## src/sv/hmbp_pkg.sv

```systemverilog
// ----------------------------------------------------------------------------
// hmbp_pkg
// Shared types and constants of the hit merge block: field widths, the
// operation codes, the command word passed from front to back and the
// state type of the back end.
// ----------------------------------------------------------------------------
package hmbp_pkg;

	localparam int TABLE_DEPTH_DEF = 64;
	localparam int COORD_BITS_DEF  = 8;

	localparam int VIEW_W     = 2;
	localparam int PCOORD_W   = 8;
	localparam int HCHARGE_W  = 16;
	localparam int CHARGE_W   = 20;
	localparam logic [CHARGE_W-1:0] CHARGE_MAX = {CHARGE_W{1'b1}};

	localparam int QUEUE_DEPTH = 2;

	typedef enum logic {
		OP_LOAD   = 1'b0,
		OP_FINISH = 1'b1
	} op_t;

	typedef struct packed {
		op_t                  op;
		logic [VIEW_W-1:0]    view;
		logic [PCOORD_W-1:0]  x;
		logic [PCOORD_W-1:0]  y;
		logic [PCOORD_W-1:0]  z;
		logic [HCHARGE_W-1:0] charge;
		logic                 crosstalk;
	} cmd_t;

	typedef enum logic [1:0] {
		ST_LOOK,
		ST_UPDATE,
		ST_DRAIN
	} back_state_t;

endpackage

```

## src/sv/hmbp_front.sv

```systemverilog
// ----------------------------------------------------------------------------
// hmbp_front
// Accepts request words, tags each as a hit load or an event finish and
// holds them in a short queue until the back end takes them.
// ----------------------------------------------------------------------------
module hmbp_front (
	input  logic                           clk,
	input  logic                           arst_n,
	input  logic                           req_valid,
	output logic                           req_ready,
	input  logic                           operation,
	input  logic [hmbp_pkg::VIEW_W-1:0]    hit_view,
	input  logic [hmbp_pkg::PCOORD_W-1:0]  hit_x,
	input  logic [hmbp_pkg::PCOORD_W-1:0]  hit_y,
	input  logic [hmbp_pkg::PCOORD_W-1:0]  hit_z,
	input  logic [hmbp_pkg::HCHARGE_W-1:0] hit_charge,
	input  logic                           hit_crosstalk,
	output logic                           head_valid,
	output hmbp_pkg::cmd_t                 head,
	input  logic                           pop
);
	import hmbp_pkg::*;

	localparam int QPW = (QUEUE_DEPTH > 1) ? $clog2(QUEUE_DEPTH) : 1;
	localparam int QCW = $clog2(QUEUE_DEPTH + 1);

	cmd_t           queue_q [QUEUE_DEPTH];
	logic [QPW-1:0] wr_ptr_q;
	logic [QPW-1:0] rd_ptr_q;
	logic [QCW-1:0] fill_q;
	cmd_t           cmd;
	logic           push;

	always_comb begin
		cmd.op        = operation ? OP_FINISH : OP_LOAD;
		cmd.view      = hit_view;
		cmd.x         = hit_x;
		cmd.y         = hit_y;
		cmd.z         = hit_z;
		cmd.charge    = hit_charge;
		cmd.crosstalk = hit_crosstalk;
	end

	assign req_ready  = (fill_q < QCW'(QUEUE_DEPTH));
	assign push       = req_valid && req_ready;
	assign head_valid = (fill_q != '0);
	assign head       = queue_q[rd_ptr_q];

	always_ff @(posedge clk) begin
		if (push) begin
			queue_q[wr_ptr_q] <= cmd;
		end
	end

	always_ff @(posedge clk or negedge arst_n) begin
		if (!arst_n) begin
			wr_ptr_q <= '0;
			rd_ptr_q <= '0;
			fill_q   <= '0;
		end else begin
			if (push) begin
				wr_ptr_q <= (wr_ptr_q == QPW'(QUEUE_DEPTH - 1)) ? '0 : wr_ptr_q + 1'b1;
			end
			if (pop) begin
				rd_ptr_q <= (rd_ptr_q == QPW'(QUEUE_DEPTH - 1)) ? '0 : rd_ptr_q + 1'b1;
			end
			if (push && !pop) begin
				fill_q <= fill_q + 1'b1;
			end else if (pop && !push) begin
				fill_q <= fill_q - 1'b1;
			end
		end
	end

endmodule

```

## config.mk

```make
export PLATFORM = sky130hd
export DESIGN_NAME = hmbp_front
export DESIGN_NICKNAME = d
export VERILOG_FILES = /design/src/sv/hmbp_pkg.sv /design/src/sv/hmbp_front.sv
export SDC_FILE = /design/constraint.sdc
export NUM_CORES = 1
export LEC_CHECK = 0
export BUFFER_PORTS_ARGS = -buffer_cell sky130_fd_sc_hd__buf_2
export CAP_MARGIN = 20
export CORE_MARGIN = 2
export CORE_UTILIZATION = 42
export CTS_CLUSTER_DIAMETER = 200
export DETAILED_ROUTE_END_ITERATION = 8
export GPL_TIMING_DRIVEN = 0
export PLACE_DENSITY = 0.66
export SYNTH_ARGS = -nofsm -noshare
export SYNTH_HDL_FRONTEND = slang
export SYNTH_SLANG_ARGS = --single-unit
```

## constraint.sdc

```tcl
create_clock -name clk -period 4.4 [get_ports clk]
set_input_delay 0.22 -clock clk [delete_from_list [all_inputs] [get_ports clk]]
set_output_delay 0.22 -clock clk [all_outputs]
set_load 0.02 [all_outputs]
```

# --- Yosys cells after proc, flatten, opt, wreduce, memory -nomap -nowiden ---
# Memories as Yosys holds them, arrays and structs flattened.
# Index checks and enable logic that the tools add are counted.
totals:
  romBits: 0
  latch_bits: 0
  reg_bits: 4
  input_bits: 48
  ramBits: 88
  memories: 1
mem_list:
  columns: ["name", "words", "word_bits", "rd", "rd_clocked_by_memory_dff", "wr", "line_no", "source"]
  rows:
  - ["queue_q", 2, 44, 1, 0, 1, "hmbp_front.sv:27", "cmd_t queue_q [QUEUE_DEPTH];"]
op_classes:
  eq_ne: 0
  mul: 0
  shifts: 0
  add_sub_neg: 4
  div: 0
  magnitude_cmp: 1
  bitwise: 0
  n_reduce_logical: 7
  n_mux: 7
op_table:
  columns: ["op", "n"]
  rows:
  - ["$mux 1", 5]
  - ["$mux 2", 2]
  - ["$reduce_bool 2->1", 2]
  - ["$logic_and 1x1->1", 3]
  - ["$add 1x1->1 const B", 2]
  - ["$add 2x1->2 const B", 1]
  - ["$logic_not 1->1", 2]
  - ["$lt 2x2->1 const B", 1]
  - ["$sub 2x1->2 const B", 1]

# --- Longest topological paths before layout ---
# Gate-level depths: netlist of the first run.
depth:
  depth_word: 6
  ltp_mapped: 5
  mapped_depth_nobuf: 5

# --- Worst setup path before layout of the first run ---
# No wires, ideal clock.
synth_path:
  kind: "register to register"
  from: "register fill_q[1]"
  to: "memory queue_q[0][0] (netlist bit), enable pin"
  path_slack_ps: 1349
  arrival_ps: 2601
  setup_ps: 451
  stages_incl_launch_ff: 3
  synth_period_minus_slack_ps: 3051
  path_cell_list: "dfrtp_1 > nor2b_1 > nor2b_1"
synth_via:
  elab_chain_cells: 4
synth_rtl:
  columns: ["item", "line_no", "source"]
  rows:
  - ["start: declaration", "hmbp_front.sv:30", "logic [QCW-1:0] fill_q;"]
  - ["start signal: assignment", "hmbp_front.sv:68", "fill_q <= fill_q + 1'b1;"]
  - ["start signal: assignment", "hmbp_front.sv:70", "fill_q <= fill_q - 1'b1;"]
  - ["$lt 2x2->1", "hmbp_front.sv:44", "assign req_ready = (fill_q < QCW'(QUEUE_DEPTH));"]
  - ["$logic_and 1x1->1", "hmbp_front.sv:45", "assign push = req_valid && req_ready;"]
  - ["via push", "hmbp_front.sv:32", "logic push;"]
  - ["$mux 1", "hmbp_front.sv:50", "if (push) begin"]
  - ["$mux 1 (implied by the code)", "hmbp_front.sv:51", "queue_q[wr_ptr_q] <= cmd;"]
  - ["end: declaration", "hmbp_front.sv:27", null]
# The timed path passes the listed nets, and every way through them passes these cells.

# --- Worst setup path in the final report of the first run ---
layout_path:
  from: "register fill_q[1]"
  to: "memory queue_q[0][26] (netlist bit), enable pin"
# Same word-level chain as after synthesis.

==> impl_metrics.py, run 1 <==
metrics = {
    "floorplan": {
        "core_sq_um": 8220,
        "die_w_um": 96.2,
        "dieArea_sq_um": 9250,
        "die-height_um": 96.2,
        "start_util": 0.434,
        "num_rows": 33,
        "num_io_pins": 94,
    },
    "setup_path": {
        "r2r_start": "fill_q[1]",
        "cp-startpoint": "fill_q[1]",
        "cp_max_fo": 25,
        "setup.worst_path.end": "queue_q[0][26]",
        "r2r_cells": 3,
        "crit_type": "flop to flop",
        "reg2reg_slack_ps": 2420,
        "critPathLaunchType": "flop",
        "endpoint_kind": "flop",
        "r2r_end": "queue_q[0][26]",
        "required_ps": 4450,
        "worstPathArrival_ps": 2030,
    },
    "grt": {
        "grt_max_degree": 35,
        "grt_overflow": 0,
        "antenna_found_initial": 0,
        "grt_pass1_wl_mm": 8.47,
        "track_usage": 0.125,
        "grt_pass1_vias": 1735,
    },
    "yosys": {
        "synth_xor_area_frac": 0.0123,
        "synth_adder_area_share": 0.00351,
        "yosysUniqueCellTypes": 14,
        "synth.cell_area_sq_um": 3570,
        "synth_top_family_by_area": "multiplexers",
        "ys_seq_area_frac": 0.769,
        "synth_compound_area_frac": 0,
        "ys.warnings.count": 0,
        "syn-num-nets": 203,
        "synth-simple-area-share": 0.00806,
        "synthMuxAreaShare": 0.180,
        "synth_cells": 154,
        "ys_seq_elements": 92,
        "avgSynthCellArea_sq_um": 23.2,
    },
    "routing": {
        "ant_nets": 0,
        "vias_per_cell": 4.67,
        "drtPass1Iterations": 4,
        "drt_wl_total_mm": 5.65,
        "vias": 1732,
        "drcViolationCount": 0,
        "drt_iter0_drc": 49,
        "wl_per_cell_um": 15.2,
    },
    "clock_network": {
        "clk_latency_ps": 350,
        "cts_tree": "yes",
        "htreeDepth": 3,
        "postCtsSetupBuffers": 0,
        "cts_resized": 0,
        "clk_pin_slew_ps": 100,
        "cts_hold_buf": 1,
        "cts_sinks": 92,
        "cts_buffer_depth": 2,
        "clock-root-buffer": "clkbuf_8",
        "cts_buffers": 9,
    },
    "cells_and_area": {
        "diodes": 0,
        "area_growth_pct": 25.4,
        "nNetsFinal": 310,
        "mostFrequentLayoutCell": "buf_2",
        "final_util": 0.545,
        "drive_gt1_frac": 0.609,
        "final_cell_mix": "buf_2 (93), edfxtp_1 (88), mux2_4 (39)",
    },
    "place": {
        "io_buffers": 93,
        "hpwl_mm": 3.85,
        "routabilityCongestion": 0.652,
    },
    "timing": {
        "relSlewSlack": 0.449,
        "fmax_mhz": 506,
        "fin_setup_tns_ps": 0,
        "final-hold-violation-count": 0,
        "worst_pin_slew_ps": 824,
        "slew_viol_final": 0,
        "finalCriticalPeriod_ps": 1980,
        "rsz0062_at_grt": "no",
        "finalSetupViolations": 0,
        "min_period_over_period": 0.450,
        "worst_clock_skew_ps": 9.72,
        "holdWs_ps": 51.6,
    },
    "power": {
        "irDropWorstVdd_uv": 378,
        "p_per_area_nw_per_um2": 663,
        "p_leak_nw": 1.80,
    },
    "job": {
        "cap_violations": 0,
    },
    "run_status": {
        "status": "finished, final reports clean",
    },
    "hold_path": {
        "hold_class": "input port to flop",
    },
}
layout make-up:
| class | count | area [sq um] |
|---|---|---|
| Timing Repair Buffer | 96 | 523 |
| Clock buffer | 9 | 124 |
| Buffer | 5 | 91.3 |
| Clock inverter | 7 | 120 |
| Inverter | 2 | 7.51 |
| Multi-Input combinational cell | 55 | 736 |
| Fill cell | 690 | 3740 |
| Tap cell | 105 | 131 |
| Sequential cell | 92 | 2740 |
cell families after synthesis:
kind of cell	count (synthesis)
flops	92
xor+xnor	5
fa+ha+maj	1
buf+inv	7
simple gates	5
mux	44
through the flow:
step | std cells | instance area, sq um | total power, mW | worst slack, ps
floorplan | 154 | 3570 | 2.03 | 1350
global placement | 352 | 4170 | 2.31 | 20.5
detailed placement | 354 | 4220 | 2.34 | 2400
CTS | 371 | 4480 | 3.02 | 2380
global route | 371 | 4480 | 3.11 | 2290
finish | 371 | 4480 | 2.97 | 2420
layer usage:
layer | part of all wire | vias up | GRT usage
li1 | - | 806 | -
met2 | 0.48 | 65 | 0.211
met4 | 0.014 | 0 | 0.0464
met1 | 0.44 | 850 | 0.155
met5 | 0 | - | 0
met3 | 0.064 | 11 | 0.0313
worst min-delay path by stage:
stage | to | depth (start not counted) | slack [ps] | startpoint
2_1_floorplan | fill_q[0] | 0 | -80 | arst_n
3_3_place_gp | fill_q[1] | 1 | 30 | arst_n
3_5_place_dp | fill_q[1] | 1 | 30 | arst_n
4_1_cts | queue_q[0][28] | 1 | 30 | hit_y[3]
5_1_grt | queue_q[1][21] | 1 | 40 | hit_z[4]
6_report | queue_q[0][28] | 1 | 50 | hit_y[3]
state kept, by name, summed over array words and instances (netlist names):
register	count
fill_q	2
rd_ptr_q	1
queue_q	88
wr_ptr_q	1
report_power, final:
group / switching (mW) / internal [mW] / total [mW]
combinational: 0.573 / 0.527 / 1.10
sequential: 0.0461 / 1.15 / 1.20
clock: 0.292 / 0.382 / 0.674
total: 0.911 / 2.06 / 2.97
Yosys cell counts (all sizes together):
master,number,share of area
nor2b,2,0.0035
or2,1,0.0018
and2,1,0.0018
xnor2,2,0.0049
buf,5,0.026
xor2,3,0.0074
edfxtp,88,0.74
dfrtp,4,0.028
ha,1,0.0035
nor2,1,0.0011
inv,2,0.0021
mux2,44,0.18
critical path: stages, from the launching register on:
cell	delay, ps
dfrtp_1	400
nor2b_1	280
nor2b_4	760
buf_16	250
Power figures use the tool's default switching activity.
==> inputs of run 2 (changes only) <==
PLACE_DENSITY = 0.68   (was 0.66)
clock period = 1.8 ns   (was 4.4 ns; I/O delays follow)
==> run 2 against run 1 <==
  * Combinational power grew to 2.5 times the previous value
  * Critical endpoint is now head[10]
  * Global-route usage grew 1.1 points
  * Sequential share of layout area decreased by 4.9 points
  * Highest routed layer unchanged
==> impl_metrics.py, run 2 (same netlist as run 1, synthesis figures left out) <==
metrics = {
    "run_status": {
        "status": "finished, final reports clean",
    },
    "power": {
        "p_leak_nw": 1.96,
        "power_switching_mw": 2.23,
        "p_seq_frac": 0.424,
        "clock_power_share": 0.175,
        "comb_power_share": 0.401,
        "p_per_area_nw_per_um2": 1420,
        "p_sw_frac": 0.323,
        "irDropWorstVdd_uv": 756,
        "p_int_mw": 4.67,
    },
    "routing": {
        "vias": 1880,
        "drcViolationCount": 0,
        "wl_per_cell_um": 14.2,
        "drt_wl_total_mm": 5.97,
        "ant_nets": 0,
        "drtPass1Iterations": 4,
        "drt_iter0_drc": 45,
        "vias_per_cell": 4.49,
    },
    "floorplan": {
        "num_io_pins": 94,
        "die_w_um": 96.2,
        "dieArea_sq_um": 9250,
        "start_util": 0.434,
        "num_rows": 33,
        "die-height_um": 96.2,
        "core_sq_um": 8220,
    },
    "setup_path": {
        "cp-startpoint": "rd_ptr_q",
        "setup.worst_path.end": "head[10]",
        "required_ps": 1710,
        "worstPathArrival_ps": 1500,
        "r2r_start": "fill_q[1]",
        "cp_max_fo": 10,
        "max_stage_delay_ps": 380,
        "critPathLaunchType": "flop",
        "endpoint_kind": "output port",
        "path_cells": "buf_6 -> buf_12 -> mux2_4 -> buf_2",
        "r2r_end": "queue_q[0][2]",
        "cpMaxStageDelayCell": "dfrtp_1",
        "r2r_cells": 3,
        "reg2reg_slack_ps": 230,
        "crit_type": "flop to output port",
    },
    "cells_and_area": {
        "diodes": 0,
        "mostFrequentLayoutCell": "buf_2",
        "largest_register_ffs": 88,
        "final_cell_mix": "buf_2 (93), edfxtp_1 (88), dlygate4sd3_1 (46)",
        "drive_gt1_frac": 0.522,
        "largest_register": "queue_q",
        "stdcell_count": 419,
        "area_growth_pct": 36.2,
        "nNetsFinal": 358,
        "reg_top3": "queue_q x88, fill_q x2",
    },
    "place": {
        "hpwl_mm": 3.60,
        "io_buffers": 93,
        "routabilityCongestion": 0.709,
        "dp.cells": 353,
    },
    "job": {
        "cap_violations": 0,
    },
    "timing": {
        "finalCriticalPeriod_ps": 1590,
        "fin_setup_tns_ps": 0,
        "rsz0062_at_grt": "no",
        "worst_clock_skew_ps": 13.4,
        "worst_pin_slew_ps": 416,
        "finalSetupViolations": 0,
        "slew_viol_final": 0,
        "fmax_mhz": 629,
        "relSlewSlack": 0.722,
        "min_period_over_period": 0.883,
        "final-hold-violation-count": 0,
    },
    "grt": {
        "grt_max_degree": 45,
        "track_usage": 0.136,
        "grt_pass1_vias": 2013,
        "grt_overflow": 0,
        "grt_pass1_wl_mm": 9.23,
        "antenna_found_initial": 0,
    },
    "clock_network": {
        "clk_latency_ps": 350,
        "htreeDepth": 3,
        "clock-root-buffer": "clkbuf_8",
        "cts_sinks": 92,
        "cts_buffer_depth": 2,
        "cts_tree": "yes",
        "clk_pin_slew_ps": 90,
        "cts_buffers": 9,
    },
    "hold_path": {
        "hold_class": "input port to async pin",
    },
}
-- run 2: critical path, delay by kind of cell, from the launching register on --
family                 cells  cell delay (ps)
multiplexers               1              310
buffers and inverters      3              480
flip-flops                 1              380
-- run 2: how the worst min path moves through the flow --
stage	startpoint	slack (ps)	endpoint
5_1_grt	arst_n	60	fill_q[1]
3_3_place_gp	arst_n	-100	rd_ptr_q
2_1_floorplan	arst_n	-210	fill_q[0]
6_report	arst_n	70	fill_q[1]
4_1_cts	arst_n	60	fill_q[1]
3_5_place_dp	arst_n	-100	fill_q[1]
-- run 2: metrics by stage --
stage / hold slack, ps / util / total power [mW] / setup WS (ps) / instance area [sq um]
finish: 69.6 / 0.592 / 6.90 / 210 / 4860
global route: 60.9 / 0.592 / 7.28 / 76.8 / 4860
floorplan: -206 / - / 4.96 / 46.1 / 3580
global placement: -97.8 / 0.508 / 5.61 / -409 / 4170
CTS: 55.8 / 0.591 / 6.99 / 67.3 / 4850
detailed placement: -100 / 0.510 / 5.66 / -245 / 4190
-- run 2: what timing repair did --
| item | 4_1_cts | 5_1_grt |
|---|---|---|
| gates cloned | 0 | 1 |
| hold buffers | 46 | 0 |
| hold endpoints to repair | 93 | 0 |
| buffers inserted | 3 | 0 |
| endpoints found under the setup margin | 70 | 44 |
| resized for setup | 1 | 1 |
-- run 2: layer usage --
layer | track usage | vias to the layer above | wire (um)
met4 | 0.0536 | 0 | 51
met3 | 0.0313 | 5 | 311
met1 | 0.146 | 913 | 2400
met5 | 0 | - | 0
met2 | 0.255 | 56 | 3200
li1 | - | 906 | -
-- run 2: area by class of cell --
type	count	area (sq um)
plain buffers	5	91.3
clock inverters	6	46.3
multi-input cells	56	746
inverters	2	7.51
well taps	105	131
fillers	633	3360
flip-flops and latches	92	2740
repair buffers	143	968
clock buffers	10	128
-- run 2: power groups by stage --
stage	clock [mW]	combinational, mW	sequential (mW)
4_1_cts	1.26	2.80	2.93
6_report	1.21	2.77	2.93
5_1_grt	1.34	2.98	2.97
3_3_place_gp	0	2.65	2.96
3_5_place_dp	0	2.68	2.98
2_1_floorplan	0	2.02	2.95
==> inputs of run 3 (changes only) <==
CAP_MARGIN = 40   (was 20)
CELL_PAD_IN_SITES_DETAIL_PLACEMENT = 0   (was unset)
CELL_PAD_IN_SITES_GLOBAL_PLACEMENT = 1   (was unset)
CORE_UTILIZATION = 40   (was 42)
PLACE_DENSITY = 0.75   (was 0.68)
==> run 3 against run 2 <==
  * Clock-buffer cell count unchanged
  * Setup slack got worse by 59 ps
  * Maximum frequency fell by 3.6%
  * First-iteration DRC count rose by 20%
  * Via count down 1.9%
  * Non-clock buffer count fell by 1
  * Final area about the same
  * Die area is 4.8% higher
  * Clock power about the same
  * Global-route usage fell by 0.81 points
  * Critical path depth down 2
  * Critical path type is now flop to flop
  * Highest routed layer unchanged
==> impl_metrics.py, run 3 (same netlist as run 1, synthesis figures left out) <==
metrics = {
    "run_status": {
        "status": "finished, final reports clean",
    },
    "power": {
        "p_per_area_nw_per_um2": 1410,
        "finalPower_mw": 6.88,
        "p_leak_nw": 1.95,
        "irDropWorstVdd_uv": 750,
    },
    "timing": {
        "final-hold-violation-count": 0,
        "holdWs_ps": 67.4,
        "min_period_over_period": 0.916,
        "finalSetupViolations": 0,
        "finalCriticalPeriod_ps": 1650,
        "rsz0062_at_grt": "no",
        "fin_setup_tns_ps": 0,
        "relSlewSlack": 0.612,
        "slew_viol_final": 0,
        "fmax_mhz": 607,
        "setup_ws_ps": 151,
        "worst_clock_skew_ps": 9.42,
        "worst_pin_slew_ps": 579,
    },
    "clock_network": {
        "clock-root-buffer": "clkbuf_8",
        "htreeDepth": 3,
        "clk_pin_slew_ps": 80,
        "cts_sinks": 92,
        "cts_tree": "yes",
        "cts_buffers": 9,
        "clk_latency_ps": 340,
        "cts_buffer_depth": 2,
    },
    "cells_and_area": {
        "largest_register": "queue_q",
        "drive_gt1_frac": 0.521,
        "diodes": 0,
        "stdcell_count": 421,
        "nNetsFinal": 357,
        "largest_register_ffs": 88,
        "final_cell_mix": "buf_2 (93), edfxtp_1 (88), dlygate4sd3_1 (46)",
        "fillers": 717,
        "reg_top3": "queue_q x88, fill_q x2",
        "mostFrequentLayoutCell": "buf_2",
        "area_growth_pct": 36.3,
    },
    "routing": {
        "met1Wirelength_mm": 2.39,
        "drcViolationCount": 0,
        "drtPass1Iterations": 3,
        "vias_per_cell": 4.38,
        "top_layer_used": "met4",
        "drt_iter0_drc": 54,
        "wl_met2_mm": 3.35,
        "met3_length_um": 217,
        "wl_per_cell_um": 14.4,
        "drt_wl_total_mm": 6.08,
        "vias": 1844,
        "ant_nets": 0,
    },
    "floorplan": {
        "dieArea_sq_um": 9690,
        "num_io_pins": 94,
        "core_sq_um": 8680,
        "die_w_um": 98.5,
        "num_rows": 34,
        "start_util": 0.411,
        "die-height_um": 98.5,
    },
    "place": {
        "dp.cells": 357,
        "io_buffers": 93,
        "routabilityCongestion": 0.710,
        "dp_slack_ps": -88.7,
        "hpwl_mm": 3.98,
    },
    "setup_path": {
        "r2r_start": "fill_q[1]",
        "r2r_cells": 2,
        "r2r_end": "queue_q[0][13]",
        "endpoint_kind": "flop",
        "worstPathArrival_ps": 1630,
        "critPathLaunchType": "flop",
        "reg2reg_slack_ps": 150,
        "required_ps": 1780,
        "cp_max_fo": 10,
        "crit_type": "flop to flop",
    },
    "grt": {
        "track_usage": 0.128,
        "grt_pass1_wl_mm": 9.49,
        "grt_pass1_vias": 2029,
        "grt_overflow": 0,
        "antenna_found_initial": 0,
        "grt_max_degree": 33,
    },
    "hold_path": {
        "hold_class": "input port to async pin",
    },
    "job": {
        "cap_violations": 0,
    },
}
run 3: area by class of cell:
cell class,count,area [sq um],share of cell area
Sequential cell,92,2740,0.564
Multi-Input combinational cell,56,746,0.153
Timing Repair Buffer,142,973,0.200
Clock buffer,10,128,0.0262
Tap cell,108,135,0.0278
Inverter,2,7.51,0.00154
Buffer,5,91.3,0.0188
Clock inverter,6,40.0,0.00823
run 3: worst max path at each step:
stage                     startpoint             end  cells after the start
after floorplan            fill_q[1]   queue_q[0][0]                      2
after global placement     fill_q[1]  queue_q[0][29]                      2
after detailed placement   fill_q[1]  queue_q[0][35]                      3
after CTS                  fill_q[1]   queue_q[1][0]                      3
after global routing       fill_q[1]  queue_q[0][18]                      2
final                      fill_q[1]  queue_q[0][13]                      2
run 3: per-stage QoR:
stage                     utilization  instance area [sq um]
after CTS                       0.559                   4850
final                           0.560                   4860
after floorplan                     -                   3580
after detailed placement        0.486                   4220
after global routing            0.560                   4860
after global placement          0.481                   4180
run 3: where the power goes:
group / internal [mW] / leakage, nW / total, mW / switching (mW)
registers: 2.81 / 0.855 / 2.92 / 0.118
logic: 1.36 / 1.02 / 2.77 / 1.41
clock network: 0.500 / 0.0763 / 1.19 / 0.685
run 3: per-layer routing:
layer,track usage,vias up
met4,0.0706,0
met5,0,-
met3,0.0191,8
met2,0.231,45
met1,0.144,883
li1,-,908
run 3: critical path: stages (launching register included):
cell	delay [ps]
dfrtp_1	390
nor2b_1	310
nor2b_2	580
run 3: repair_timing:
action,CTS,global route
pin swaps,0,0
buffers inserted,0,1
resized for setup,0,1
gates cloned,1,0
hold buffers,46,0
endpoints found under the setup margin,24,12
hold endpoints to repair,93,0
